==> config.mk <==
export PLATFORM = sky130hd
export DESIGN_NAME = midi_byte_stream_receiver
export DESIGN_NICKNAME = d
export VERILOG_FILES = /design/src/mbsr_pkg.sv /design/src/midi_byte_stream_receiver.sv /design/src/mbsr_parser.sv /design/src/mbsr_out_fifo.sv
export SDC_FILE = /design/constraint.sdc
export NUM_CORES = 1
export LEC_CHECK = 0
export BUFFER_PORTS_ARGS = -buffer_cell sky130_fd_sc_hd__buf_4
export CORE_UTILIZATION = 50
export CTS_BUF_LIST = sky130_fd_sc_hd__clkbuf_8 sky130_fd_sc_hd__clkbuf_16
export DETAILED_ROUTE_END_ITERATION = 16
export GPL_ROUTABILITY_DRIVEN = 0
export PLACE_DENSITY = 0.68
export SYNTH_ARGS = -nofsm -noshare
export SYNTH_HDL_FRONTEND = slang
export SYNTH_SLANG_ARGS = --single-unit
==> constraint.sdc <==
create_clock -name clk_i -period 16.45 [get_ports clk_i]
set_input_delay 1.645 -clock clk_i [delete_from_list [all_inputs] [get_ports clk_i]]
set_output_delay 1.645 -clock clk_i [all_outputs]
set_load 0.005 [all_outputs]
==> src/mbsr_pkg.sv <==
// shared types and constants for the midi byte stream receiver
// no dependencies; imported by every module of the block
package mbsr_pkg;

  // payload widths of the stream channels
  localparam int unsigned IN_TDATA_W  = 40;
  localparam int unsigned OUT_TDATA_W = 64;

  // configuration port
  localparam int unsigned CFG_IDX_W  = 1;
  localparam int unsigned CFG_DATA_W = 8;

  // default depth of the result queue (at least two)
  localparam int unsigned OUT_DEPTH = 4;

  typedef enum logic [CFG_IDX_W-1:0] {
    CFG_PORT_CHANGE_EN = 1'b0,
    CFG_BASE_PORT      = 1'b1
  } cfg_idx_e;

  typedef enum logic [2:0] {
    PH_WAIT,
    PH_FIRST,
    PH_SECOND,
    PH_ONE,
    PH_SYSEX,
    PH_PORT
  } phase_e;

  typedef enum logic [4:0] {
    K_KEY_OFF,
    K_KEY_ON,
    K_KEY_PRESSURE,
    K_CONTROL,
    K_PROGRAM,
    K_CHAN_PRESSURE,
    K_PITCH,
    K_SONG_POS,
    K_SONG_SEL,
    K_QFRAME,
    K_TUNE,
    K_CLOCK,
    K_START,
    K_CONTINUE,
    K_STOP,
    K_SENSING,
    K_RESET,
    K_SYSEX_BYTE,
    K_SYSEX_END
  } kind_e;

  // one decoded message; packs to the output tdata layout plus last
  typedef struct packed {
    logic [7:0]  port_number;
    logic [31:0] stamp;
    logic [6:0]  second_value;
    logic [6:0]  first_value;
    logic [3:0]  channel;
    kind_e       kind;
    logic        last;
  } result_t;

  // up to two results handed together from the parser to the queue
  typedef struct packed {
    logic [1:0] cnt;
    result_t    res1;
    result_t    res0;
  } push_t;

endpackage

==> src/midi_byte_stream_receiver.sv <==
// top level of the midi byte stream receiver
// depends on mbsr_pkg, mbsr_parser and mbsr_out_fifo
//
//  channel   dir  handshake                     payload
//  s_axis    in   s_axis_tvalid/s_axis_tready   tdata = rx_byte, now
//  m_axis    out  m_axis_tvalid/m_axis_tready   tdata = result fields, tlast = last
//  cfg       in   cfg_we_i (no back-pressure)   cfg_idx_i, cfg_wdata_i
//
// one received byte is taken per cycle while the result queue has room; each
// request is held in the input register, is decoded there and its results land
// in the result queue; the queue drains one result per cycle while m_axis_tready
// is high, so a byte with two results (sysex end followed by tune request) takes
// two output transfers; results reach m_axis via the input register and the queue
// reset clears parse state, configuration and queue at once; no clearing pass
// a stalled output fills the queue, then back-pressure reaches s_axis_tready
module midi_byte_stream_receiver import mbsr_pkg::*; #(
  parameter int unsigned OutDepth = OUT_DEPTH
) (
  input  logic                   clk_i,
  input  logic                   rst_ni,
  // fields from bit 0: rx_byte[7:0], now[39:8]
  input  logic                   s_axis_tvalid,
  output logic                   s_axis_tready,
  input  logic [IN_TDATA_W-1:0]  s_axis_tdata,
  // fields from bit 0: kind[4:0], channel[8:5], first_value[15:9],
  // second_value[22:16], stamp[54:23], port_number[62:55], zero[63]
  output logic                   m_axis_tvalid,
  input  logic                   m_axis_tready,
  output logic [OUT_TDATA_W-1:0] m_axis_tdata,
  output logic                   m_axis_tlast,
  input  logic                   cfg_we_i,
  input  logic [CFG_IDX_W-1:0]   cfg_idx_i,
  input  logic [CFG_DATA_W-1:0]  cfg_wdata_i
);

  push_t   push;
  logic    room;
  result_t head;

  // parser: input register, running status state, decode of one byte
  mbsr_parser u_parser (
    .clk_i       (clk_i),
    .rst_ni      (rst_ni),
    .in_valid_i  (s_axis_tvalid),
    .in_ready_o  (s_axis_tready),
    .rx_byte_i   (s_axis_tdata[7:0]),
    .now_i       (s_axis_tdata[39:8]),
    .cfg_we_i    (cfg_we_i),
    .cfg_idx_i   (cfg_idx_i),
    .cfg_wdata_i (cfg_wdata_i),
    .room_i      (room),
    .push_o      (push)
  );

  // result queue; room for two means a decoded byte never loses a result
  mbsr_out_fifo #(
    .Depth (OutDepth)
  ) u_out_fifo (
    .clk_i       (clk_i),
    .rst_ni      (rst_ni),
    .push_i      (push),
    .room_o      (room),
    .out_valid_o (m_axis_tvalid),
    .out_ready_i (m_axis_tready),
    .out_res_o   (head)
  );

  // pack result fields, lowest first, pad to whole bytes
  assign m_axis_tdata = {1'b0, head.port_number, head.stamp, head.second_value,
                         head.first_value, head.channel, head.kind};
  assign m_axis_tlast = head.last;

endmodule

==> src/mbsr_parser.sv <==
// input register, running status parser state and result decode
// depends on mbsr_pkg
module mbsr_parser import mbsr_pkg::*; (
  input  logic                  clk_i,
  input  logic                  rst_ni,
  input  logic                  in_valid_i,
  output logic                  in_ready_o,
  input  logic [7:0]            rx_byte_i,
  input  logic [31:0]           now_i,
  input  logic                  cfg_we_i,
  input  logic [CFG_IDX_W-1:0]  cfg_idx_i,
  input  logic [CFG_DATA_W-1:0] cfg_wdata_i,
  input  logic                  room_i,
  output push_t                 push_o
);

  localparam logic [7:0] ST_SYSEX    = 8'hF0;
  localparam logic [7:0] ST_QFRAME   = 8'hF1;
  localparam logic [7:0] ST_SONG_POS = 8'hF2;
  localparam logic [7:0] ST_SONG_SEL = 8'hF3;
  localparam logic [7:0] ST_PORT     = 8'hF5;
  localparam logic [7:0] ST_TUNE     = 8'hF6;
  localparam logic [7:0] ST_EOX      = 8'hF7;
  localparam logic [7:0] ST_CLOCK    = 8'hF8;
  localparam logic [7:0] ST_START    = 8'hFA;
  localparam logic [7:0] ST_CONTINUE = 8'hFB;
  localparam logic [7:0] ST_STOP     = 8'hFC;
  localparam logic [7:0] ST_SENSING  = 8'hFE;
  localparam logic [7:0] ST_RESET    = 8'hFF;

  logic        stage_v_q;
  logic [7:0]  byte_q;
  logic [31:0] now_q;
  logic        fire;

  logic        pc_en_q;
  logic [7:0]  base_port_q;

  phase_e      phase_q, phase_d;
  kind_e       kind_q, kind_d;
  logic [3:0]  chan_q, chan_d;
  logic [6:0]  held_q, held_d;
  logic [31:0] time_q, time_d;
  logic [7:0]  port_q, port_d;

  result_t     res [2];
  logic [1:0]  n;
  logic        do_status;

  function automatic result_t mk(kind_e k, logic [3:0] ch, logic [6:0] v1, logic [6:0] v2,
                                 logic [31:0] st, logic [7:0] pn);
    result_t r;
    r.kind         = k;
    r.channel      = ch;
    r.first_value  = v1;
    r.second_value = v2;
    r.stamp        = st;
    r.port_number  = pn;
    r.last         = 1'b0;
    return r;
  endfunction

  assign fire       = stage_v_q & room_i;
  assign in_ready_o = ~stage_v_q | room_i;

  // input register
  always_ff @(posedge clk_i or negedge rst_ni) begin
    if (!rst_ni) begin
      stage_v_q <= 1'b0;
    end else if (in_valid_i && in_ready_o) begin
      stage_v_q <= 1'b1;
    end else if (fire) begin
      stage_v_q <= 1'b0;
    end
  end

  always_ff @(posedge clk_i) begin
    if (in_valid_i && in_ready_o) begin
      byte_q <= rx_byte_i;
      now_q  <= now_i;
    end
  end

  // configuration registers
  always_ff @(posedge clk_i or negedge rst_ni) begin
    if (!rst_ni) begin
      pc_en_q     <= 1'b0;
      base_port_q <= '0;
    end else if (cfg_we_i) begin
      unique case (cfg_idx_e'(cfg_idx_i))
        CFG_PORT_CHANGE_EN: pc_en_q     <= cfg_wdata_i[0];
        CFG_BASE_PORT:      base_port_q <= cfg_wdata_i;
        default: ;
      endcase
    end
  end

  // parser state
  always_ff @(posedge clk_i or negedge rst_ni) begin
    if (!rst_ni) begin
      phase_q <= PH_WAIT;
      kind_q  <= K_KEY_OFF;
      chan_q  <= '0;
      held_q  <= '0;
      time_q  <= '0;
      port_q  <= '0;
    end else if (fire) begin
      phase_q <= phase_d;
      kind_q  <= kind_d;
      chan_q  <= chan_d;
      held_q  <= held_d;
      time_q  <= time_d;
      port_q  <= port_d;
    end
  end

  always_comb begin
    phase_d   = phase_q;
    kind_d    = kind_q;
    chan_d    = chan_q;
    held_d    = held_q;
    time_d    = time_q;
    port_d    = port_q;
    res[0]    = mk(K_KEY_OFF, '0, '0, '0, '0, '0);
    res[1]    = mk(K_KEY_OFF, '0, '0, '0, '0, '0);
    n         = 2'd0;
    do_status = 1'b0;

    if (phase_q == PH_SYSEX) begin
      if (!byte_q[7]) begin
        res[0] = mk(K_SYSEX_BYTE, '0, byte_q[6:0], '0, time_q, port_q);
        n      = 2'd1;
      end else if (byte_q >= ST_CLOCK) begin
        // real-time bytes pass through without closing the sysex
        do_status = 1'b1;
      end else begin
        res[0]  = mk(K_SYSEX_END, '0, '0, '0, time_q, port_q);
        n       = 2'd1;
        phase_d = PH_WAIT;
        if (byte_q != ST_EOX) begin
          do_status = 1'b1;
        end
      end
    end else if (byte_q[7]) begin
      do_status = 1'b1;
    end else begin
      case (phase_q)
        PH_FIRST: begin
          time_d  = now_q;
          held_d  = byte_q[6:0];
          phase_d = PH_SECOND;
        end
        PH_SECOND: begin
          res[0]  = mk(kind_q, chan_q, held_q, byte_q[6:0], time_q, port_q);
          n       = 2'd1;
          phase_d = PH_FIRST;
        end
        PH_ONE: begin
          if (kind_q == K_QFRAME) begin
            res[0] = mk(K_QFRAME, '0, {4'b0000, byte_q[6:4]}, {3'b000, byte_q[3:0]},
                        now_q, port_q);
          end else begin
            res[0] = mk(kind_q, chan_q, byte_q[6:0], '0, now_q, port_q);
          end
          n = 2'd1;
        end
        PH_PORT: begin
          port_d = (byte_q == 8'h00) ? 8'h00 : base_port_q + byte_q;
        end
        default: ;
      endcase
    end

    if (do_status) begin
      unique case (byte_q) inside
        [8'h80:8'hEF]: begin
          kind_d  = kind_e'({2'b00, byte_q[6:4]});
          chan_d  = byte_q[3:0];
          held_d  = '0;
          phase_d = (kind_d == K_PROGRAM || kind_d == K_CHAN_PRESSURE) ? PH_ONE : PH_FIRST;
        end
        ST_SYSEX: begin
          phase_d = PH_SYSEX;
          time_d  = now_q;
        end
        ST_QFRAME: begin
          kind_d  = K_QFRAME;
          chan_d  = '0;
          held_d  = '0;
          phase_d = PH_ONE;
        end
        ST_SONG_POS: begin
          kind_d  = K_SONG_POS;
          chan_d  = '0;
          held_d  = '0;
          phase_d = PH_FIRST;
        end
        ST_SONG_SEL: begin
          kind_d  = K_SONG_SEL;
          chan_d  = '0;
          held_d  = '0;
          phase_d = PH_ONE;
        end
        ST_PORT: begin
          if (pc_en_q) begin
            phase_d = PH_PORT;
          end
        end
        ST_TUNE: begin
          res[n[0]] = mk(K_TUNE, '0, '0, '0, now_q, port_q);
          n         = n + 2'd1;
        end
        ST_CLOCK: begin
          res[n[0]] = mk(K_CLOCK, '0, '0, '0, now_q, port_q);
          n         = n + 2'd1;
        end
        ST_START: begin
          res[n[0]] = mk(K_START, '0, '0, '0, now_q, port_q);
          n         = n + 2'd1;
        end
        ST_CONTINUE: begin
          res[n[0]] = mk(K_CONTINUE, '0, '0, '0, now_q, port_q);
          n         = n + 2'd1;
        end
        ST_STOP: begin
          res[n[0]] = mk(K_STOP, '0, '0, '0, now_q, port_q);
          n         = n + 2'd1;
        end
        ST_SENSING: begin
          res[n[0]] = mk(K_SENSING, '0, '0, '0, now_q, port_q);
          n         = n + 2'd1;
        end
        ST_RESET: begin
          res[n[0]] = mk(K_RESET, '0, '0, '0, now_q, port_q);
          n         = n + 2'd1;
        end
        default: ;
      endcase
    end

    // mark the final result of this byte
    if (n == 2'd1) begin
      res[0].last = 1'b1;
    end
    if (n == 2'd2) begin
      res[1].last = 1'b1;
    end

    push_o.cnt  = fire ? n : 2'd0;
    push_o.res0 = res[0];
    push_o.res1 = res[1];
  end

endmodule

==> src/mbsr_out_fifo.sv <==
// result queue: takes up to two results a cycle, hands out one while out_ready_i is high
// depends on mbsr_pkg
module mbsr_out_fifo import mbsr_pkg::*; #(
  parameter int unsigned Depth = OUT_DEPTH
) (
  input  logic    clk_i,
  input  logic    rst_ni,
  input  push_t   push_i,
  output logic    room_o,
  output logic    out_valid_o,
  input  logic    out_ready_i,
  output result_t out_res_o
);

  localparam int unsigned PtrW = (Depth > 1) ? $clog2(Depth) : 1;
  localparam int unsigned CntW = $clog2(Depth + 1);
  localparam logic [PtrW-1:0] PtrMax = PtrW'(Depth - 1);
  localparam logic [CntW-1:0] RoomMax = CntW'(Depth - 2);

  result_t          mem_q [Depth];
  logic [PtrW-1:0]  wr_q, rd_q, wr_nxt;
  logic [CntW-1:0]  cnt_q, cnt_d;
  logic             pop;

  function automatic logic [PtrW-1:0] inc(logic [PtrW-1:0] p);
    return (p == PtrMax) ? '0 : p + 1'b1;
  endfunction

  assign room_o      = (cnt_q <= RoomMax);
  assign out_valid_o = (cnt_q != '0);
  assign out_res_o   = mem_q[rd_q];
  assign pop         = out_valid_o & out_ready_i;
  assign wr_nxt      = inc(wr_q);
  assign cnt_d       = cnt_q + CntW'(push_i.cnt) - CntW'(pop);

  always_ff @(posedge clk_i) begin
    if (push_i.cnt != 2'd0) begin
      mem_q[wr_q] <= push_i.res0;
    end
    if (push_i.cnt == 2'd2) begin
      mem_q[wr_nxt] <= push_i.res1;
    end
  end

  always_ff @(posedge clk_i or negedge rst_ni) begin
    if (!rst_ni) begin
      wr_q  <= '0;
      rd_q  <= '0;
      cnt_q <= '0;
    end else begin
      cnt_q <= cnt_d;
      if (pop) begin
        rd_q <= inc(rd_q);
      end
      if (push_i.cnt == 2'd1) begin
        wr_q <= wr_nxt;
      end else if (push_i.cnt == 2'd2) begin
        wr_q <= inc(wr_nxt);
      end
    end
  end

endmodule

**Word level (Yosys, flattened, before mapping)**

Memory sizes are Yosys's and may differ from the RTL's.
Cells that the tools add are included.

- Flip-flop bits (word level): 116
- RAM bits: 256
- Input bits: 54
- Output and inout bits: 67
- Logic and storage cells: 150
- Memories kept: 1

- $add $sub $neg: 7
- $lt $le $gt $ge: 6
- Equal/unequal tests: 28
- Muxes and demuxes: 65
- Bitwise gates (word level): 8
- Reduce and logical (&&, ||, !) cells: 21

Memory list:

| memory | words | bits a word | rd ports | clocked after memory_dff | wr ports | line | text |
|---|---|---|---|---|---|---|---|
| u_out_fifo.mem_q | 4 | 64 | 1 | 0 | 2 | mbsr_out_fifo.sv:20 | `result_t mem_q [Depth];` |

Operators with widths:

| operator | number |
|---|---|
| $bwmux 128 | 7 |
| $pmux 128 s7 | 1 |
| $mux 64 | 5 |
| $mux 32 | 5 |
| $mux 128 | 1 |
| $pmux 64 s2 | 1 |
| $eq 8x8->1 const B | 12 |
| $demux 64 s1 | 1 |
| $mux 7 | 5 |
| $mux 2 | 11 |
| $mux 21 | 1 |
| $pmux 5 s4 | 1 |
| $mux 3 | 6 |
| $ge 8x8->1 const B | 2 |
| $mux 1 | 16 |
| $pmux 3 s5 | 1 |
| $eq 3x3->1 const B | 4 |
| $eq 2x2->1 const B | 5 |
| $add 2x1->2 const B | 4 |
| $add 8x8->8 | 1 |
| $le 8x8->1 const B | 1 |
| $logic_not 8->1 | 1 |
| $mux 8 | 1 |
| $ne 8x8->1 const B | 1 |
| other kinds (27) | 41 |

**Longest topological paths before layout**

- Depth in word-level cells: 14
- Mapped depth: 16

**Cells and area by module**

Synthesis repeated with hierarchy kept, for this count alone.

- Cells, all modules: 1187
- Area, all modules: 18626.6 µm²

Modules (own cells, without submodules):

| module | instances | cells each | area each (µm²) | seq. area each (µm²) |
|---|---|---|---|---|
| mbsr_out_fifo | 1 | 677 | 12953.7 | 7862.5 |
| mbsr_parser | 1 | 508 | 5661.7 | 2902.8 |
| midi_byte_stream_receiver | 1 | 2 | 11.3 | 0.0 |

**Worst setup path before layout**

OpenSTA, ideal clock, no wires.

- Path type: register -> register
- Start: register u_parser.byte_q[6]
- End: memory u_out_fifo.mem_q[0][0] (netlist name) (enable)
- Arrival time: 6.793 ns
- Required time: 15.876 ns
- Slack: 9.083 ns
- Cell stages (with the launch flop): 13
- Path buffers: 3
- Cell sequence: edfxtp_1 -> buf_2 -> and4_1 -> buf_4 -> buf_2 -> nand2_1 -> inv_1 -> ha_1 -> inv_1 -> or2_2 -> a21o_1 -> ha_1 -> o21ai_0

RTL lines:

| item | line | text |
|---|---|---|
| from (decl) | mbsr_parser.sv:32 | `logic [7:0] byte_q;` |
| from (signal assigned) | mbsr_parser.sv:79 | `byte_q <= rx_byte_i;` |
| to (decl) | mbsr_out_fifo.sv:20 |  |

==> metrics.md <==
| Metric | Value |
|---|---|
| Cell-by-cell listing of the critical path | a21oi_1 -> o21ai_1 -> nand2_1 -> inv_1 -> ha_1 -> inv_1 -> or3_1 -> inv_1 -> ha_1 -> and2_1 -> buf_4 -> nand3_2 -> nand3_1 -> o2bb2ai_1 |
| Cell area after technology mapping | 18000 um2 |
| Flip-flop and latch count after synthesis | 371 |
| Data required time of the worst path | 16.71 ns |
| Number of buffers inserted during clock tree synthesis | 40 |
| Total area of multi-input combinational cells | 6630 um2 |
| Mux cell area share after synthesis | 11.8% |
| Area share of xor/xnor cells in the synthesized design | 0.244% |
| Power density relative to cell area | 173 nW/um2 |
| Tightest Pin Transition | 1.12 ns |
| Simple logic cell fraction of the synthesized area | 10.1% |
| Largest net degree at the start of global routing | 65 |
| Die Footprint | 36700 um2 |
| Largest family of logic cells by synthesized area | compound AO/OA/AOI/OAI gates |
| Register area | 10800 um2 |
| CTS tree | done |
| Synth Area per Inst | 13.8 um2 |
| Hold-fix buffer count after cts | 0 |
| Number of inserted filler cells in the final layout | 2809 |
| Top achievable clock speed | 184 MHz |
| Vias per Instance | 6.45 |
| Area of the core region | 35500 um2 |
| Fraction of the cycle the final worst path needs | 33.0% |
| Total negative slack for setup checks | 0 ns |
| Cell types with the largest area share after synthesis | edfxtp_1 49%, dfrtp_1 10%, mux4_2 8.0%, o2bb2ai_1 6.2%, nand3_1 3.9% |
| Hold WC Path Type | register to register |
| Static leakage | 7.66 nW |
| CTS root buf | clkbuf_16 |
| Yosys top cell area share | 49.4% |
| Post-synthesis compound-gate area fraction | 12.5% |
| Gate Count Post-Synth | 1304 |
| Async set-reset flop share out of synthesis | 20.2% |
| Final number of hold-violating endpoints | 0 |
| Sequential share of the synthesized area | 59.9% |
| Antenna diode count | 0 |
| Relative slew slack | 25.2% |
| P&R area growth vs syn | 13.7% |
| Setup-failing EPs final | 0 |
| Total vias in the final route | 12100 |
| Aggregate global-route resource usage | 26.1% |
| Clock input transition at the sequential cells of the worst setup and hold paths | 0.06 ns |
| Highest fanout seen on the critical path | 32 |
| Worst VDD drop | 0.107 mV |
| Startpoint type of the worst setup path | register |
| Clock network latency to the later pin of the worst-skew pair | 0.56 ns |
| Type of the setup path with the least slack | register to register |
| Num ports | 121 |
| Clock sink total | 371 |
| Max clock buf depth | 3 |
| Post-Syn Nets | 1382 |
| Run status | finished, final reports clean |
| Hold slack final | 0.508 ns |
| Worst Setup SP | u_parser.byte_q[1]$_DFFE_PP_ |
| Leading area contributor after synthesis | edfxtp_1 |
| Number of port buffers | 119 |
| Adder-Cell Fraction of Synth Area | 1.75% |
| Predominant post-synthesis flop cell | edfxtp_1 |
| Number of core rows | 69 |
| Total overflow reported by the global router | 0 |
| Number of flops mapped to enable cells by yosys | 296 |
| Unrepaired setup endpoints after global routing | no |
| Nets | 1462 |
| Initial cell density of the core | 50.7% |
| Max-cap check violation count | 0 |
| Number of antenna-violating nets in the routed design | 0 |
| Number of remaining DRC errors | 0 |
| Number of synthesis warnings | 0 |
| Layout Skew | 0.0268 ns |
| Number of H-tree levels | 2 |
| Chip Height | 192 um |
| Layout cells sized above 1 | 24.3% |
| Most frequent cell on the critical path | inv_1 |
| Number of resized instances in the post-cts repair step | 0 |
| Max-slew violation count | 0 |
| Die X | 192 um |
| Initial antenna violation count | 0 |
| Arrival time reported for the critical path endpoint | 5.69 ns |
| DPL Wire Length | 26600 um |
| Critical Path Sink Type | register |
| Beginning of the worst hold path | u_parser.chan_q[3]$_DFFE_PN0P_ |
| Worst reg2reg path startpoint | u_parser.byte_q[1]$_DFFE_PP_ |
| Wire length of the first global-routing pass | 72200 um |
| Number of global-route vias before repair | 12500 |
| Buffer count from post-CTS setup fixing | 0 |
| Netlist cell types | 76 |
| Cell with the biggest individual delay on the critical path | nand3_2 |
| Clock period minus worst slack | 5.42 ns |
| CP peak stage delay | 0.93 ns |
| Detail-routed net length per standard cell | 25.1 um |
| Number of DRC markers in iteration 0 | 1204 |
| Number of optimization iterations in the first detailed-route pass | 5 |
| Total Routed Length | 47100 um |
## synthesized netlist by cell type, types with 4 or more instances
cell and number:
nor2_1 95, edfxtp_1 296, mux2_2 35, o22ai_1 8
buf_2 35, or3_1 4, dfrtp_1 75, mux2i_1 17
ha_1 22, a21o_1 6, o2bb2ai_1 128, a22oi_1 11
inv_1 25, a211oi_1 6, and2_1 7, nand2_1 45
buf_1 8, nand2b_1 6, a2bb2oi_1 7, clkbuf_1 43
mux4_2 64, or2_2 5, a21boi_1 14, a31oi_1 7
a21oi_4 4, buf_6 14, nand3_2 4, buf_4 7
o31ai_1 5, mux2_1 10, a21oi_1 17, nor3_1 33
nand3_1 140, xnor2_1 4, a21boi_0 19, o21ai_0 18
## layer usage
layer  routed length [um]  global-route usage (%)  vias to the layer above
met4                 1520                    10.6                        0
li1                     -                       -                     5281
met1                19200                    34.5                     6106
met3                 3740                    4.97                      114
met2                22600                    42.6                      598
met5                    0                       0                        -
## state kept, by name (all words and copies together) (netlist names), 4 cells and up
signal                flops
u_out_fifo.mem_q        256
u_parser.base_port_q      8
u_parser.byte_q           8
u_parser.chan_q           4
u_parser.held_q           7
u_parser.kind_q           4
u_parser.now_q           32
u_parser.port_q           8
u_parser.time_q          32
## per-stage QoR
step           utilization, %  power, mW  setup WS, ns  instances  cell area, um2
3_5_place_dp             54.0       2.68         11.21       1803           19200
2_1_floorplan               -       2.24          9.08       1304           18000
5_1_grt                  57.6       3.71         10.66       1877           20400
4_1_cts                  57.6       3.54         11.21       1877           20400
6_report                 57.6       3.53         11.03       1877           20400
3_3_place_gp             54.0       2.65         11.45       1803           19200
## cell families after synthesis
logic type | Yosys count
mux | 126
buf+inv | 132
fa+ha+maj | 24
simple gates | 369
compound gates | 276
xor+xnor | 5
flops | 371
other cells | 1
## layout by cell type, fill, tap and decap left out, drive strengths merged, types with 7 or more instances in the layout
cell type  synthesis  final
a22oi             11     11
a21boi            33     33
mux4              64     64
a21oi             22     22
o2bb2ai          128    128
nand2             46     46
dfrtp             75     75
o22ai              8      8
o21ai             20     20
buf               64    145
mux2              45     45
clkinv             0     14
inv               25     40
a31oi              7      7
a21o               7      7
nand3            144    144
and2               7      7
mux2i             17     17
clkbuf            43     44
nor2              96     96
a2bb2oi            7      7
nor3              33     33
ha                22     22
edfxtp           296    296
## worst max-delay path: cells and delay by family (launching register included)
family	cells	cell delay [ns]
flops	1	0.82
compound gates	3	1.11
fa+ha+maj	2	0.41
simple gates	5	2.19
buf+inv	4	0.61
## cell type report
type,count,share of cell area (%)
clock inverters,30,1.05
multi-input cells,801,32.4
well taps,461,2.82
flip-flops and latches,371,52.7
inverters,25,0.459
clock buffers,44,5.22
repair buffers,145,5.33
## power by group
| group | internal [mW] | total [mW] | switching, mW |
|---|---|---|---|
| logic | 0.552 | 1.23 | 0.679 |
| clock network | 0.486 | 0.859 | 0.373 |
| registers | 1.25 | 1.44 | 0.190 |
| total | 2.29 | 3.53 | 1.24 |
## worst paths after layout
check,slack (ns),to,cells past startpoint
max,11.03,u_out_fifo.mem_q[3][24]$_DFFE_PP_,14
min,0.51,u_parser.chan_q[3]$_DFFE_PN0P_,1
max reg2reg,11.03,u_out_fifo.mem_q[3][24]$_DFFE_PP_,14
min reg2reg,0.51,u_parser.chan_q[3]$_DFFE_PN0P_,1
max in group asynchronous,14.25,u_out_fifo.rd_q[0]$_DFFE_PN0P_,2
min in group asynchronous,1.02,u_parser.time_q[13]$_DFFE_PN0P_,1
Note: power is estimated with default switching activity, not from simulation.
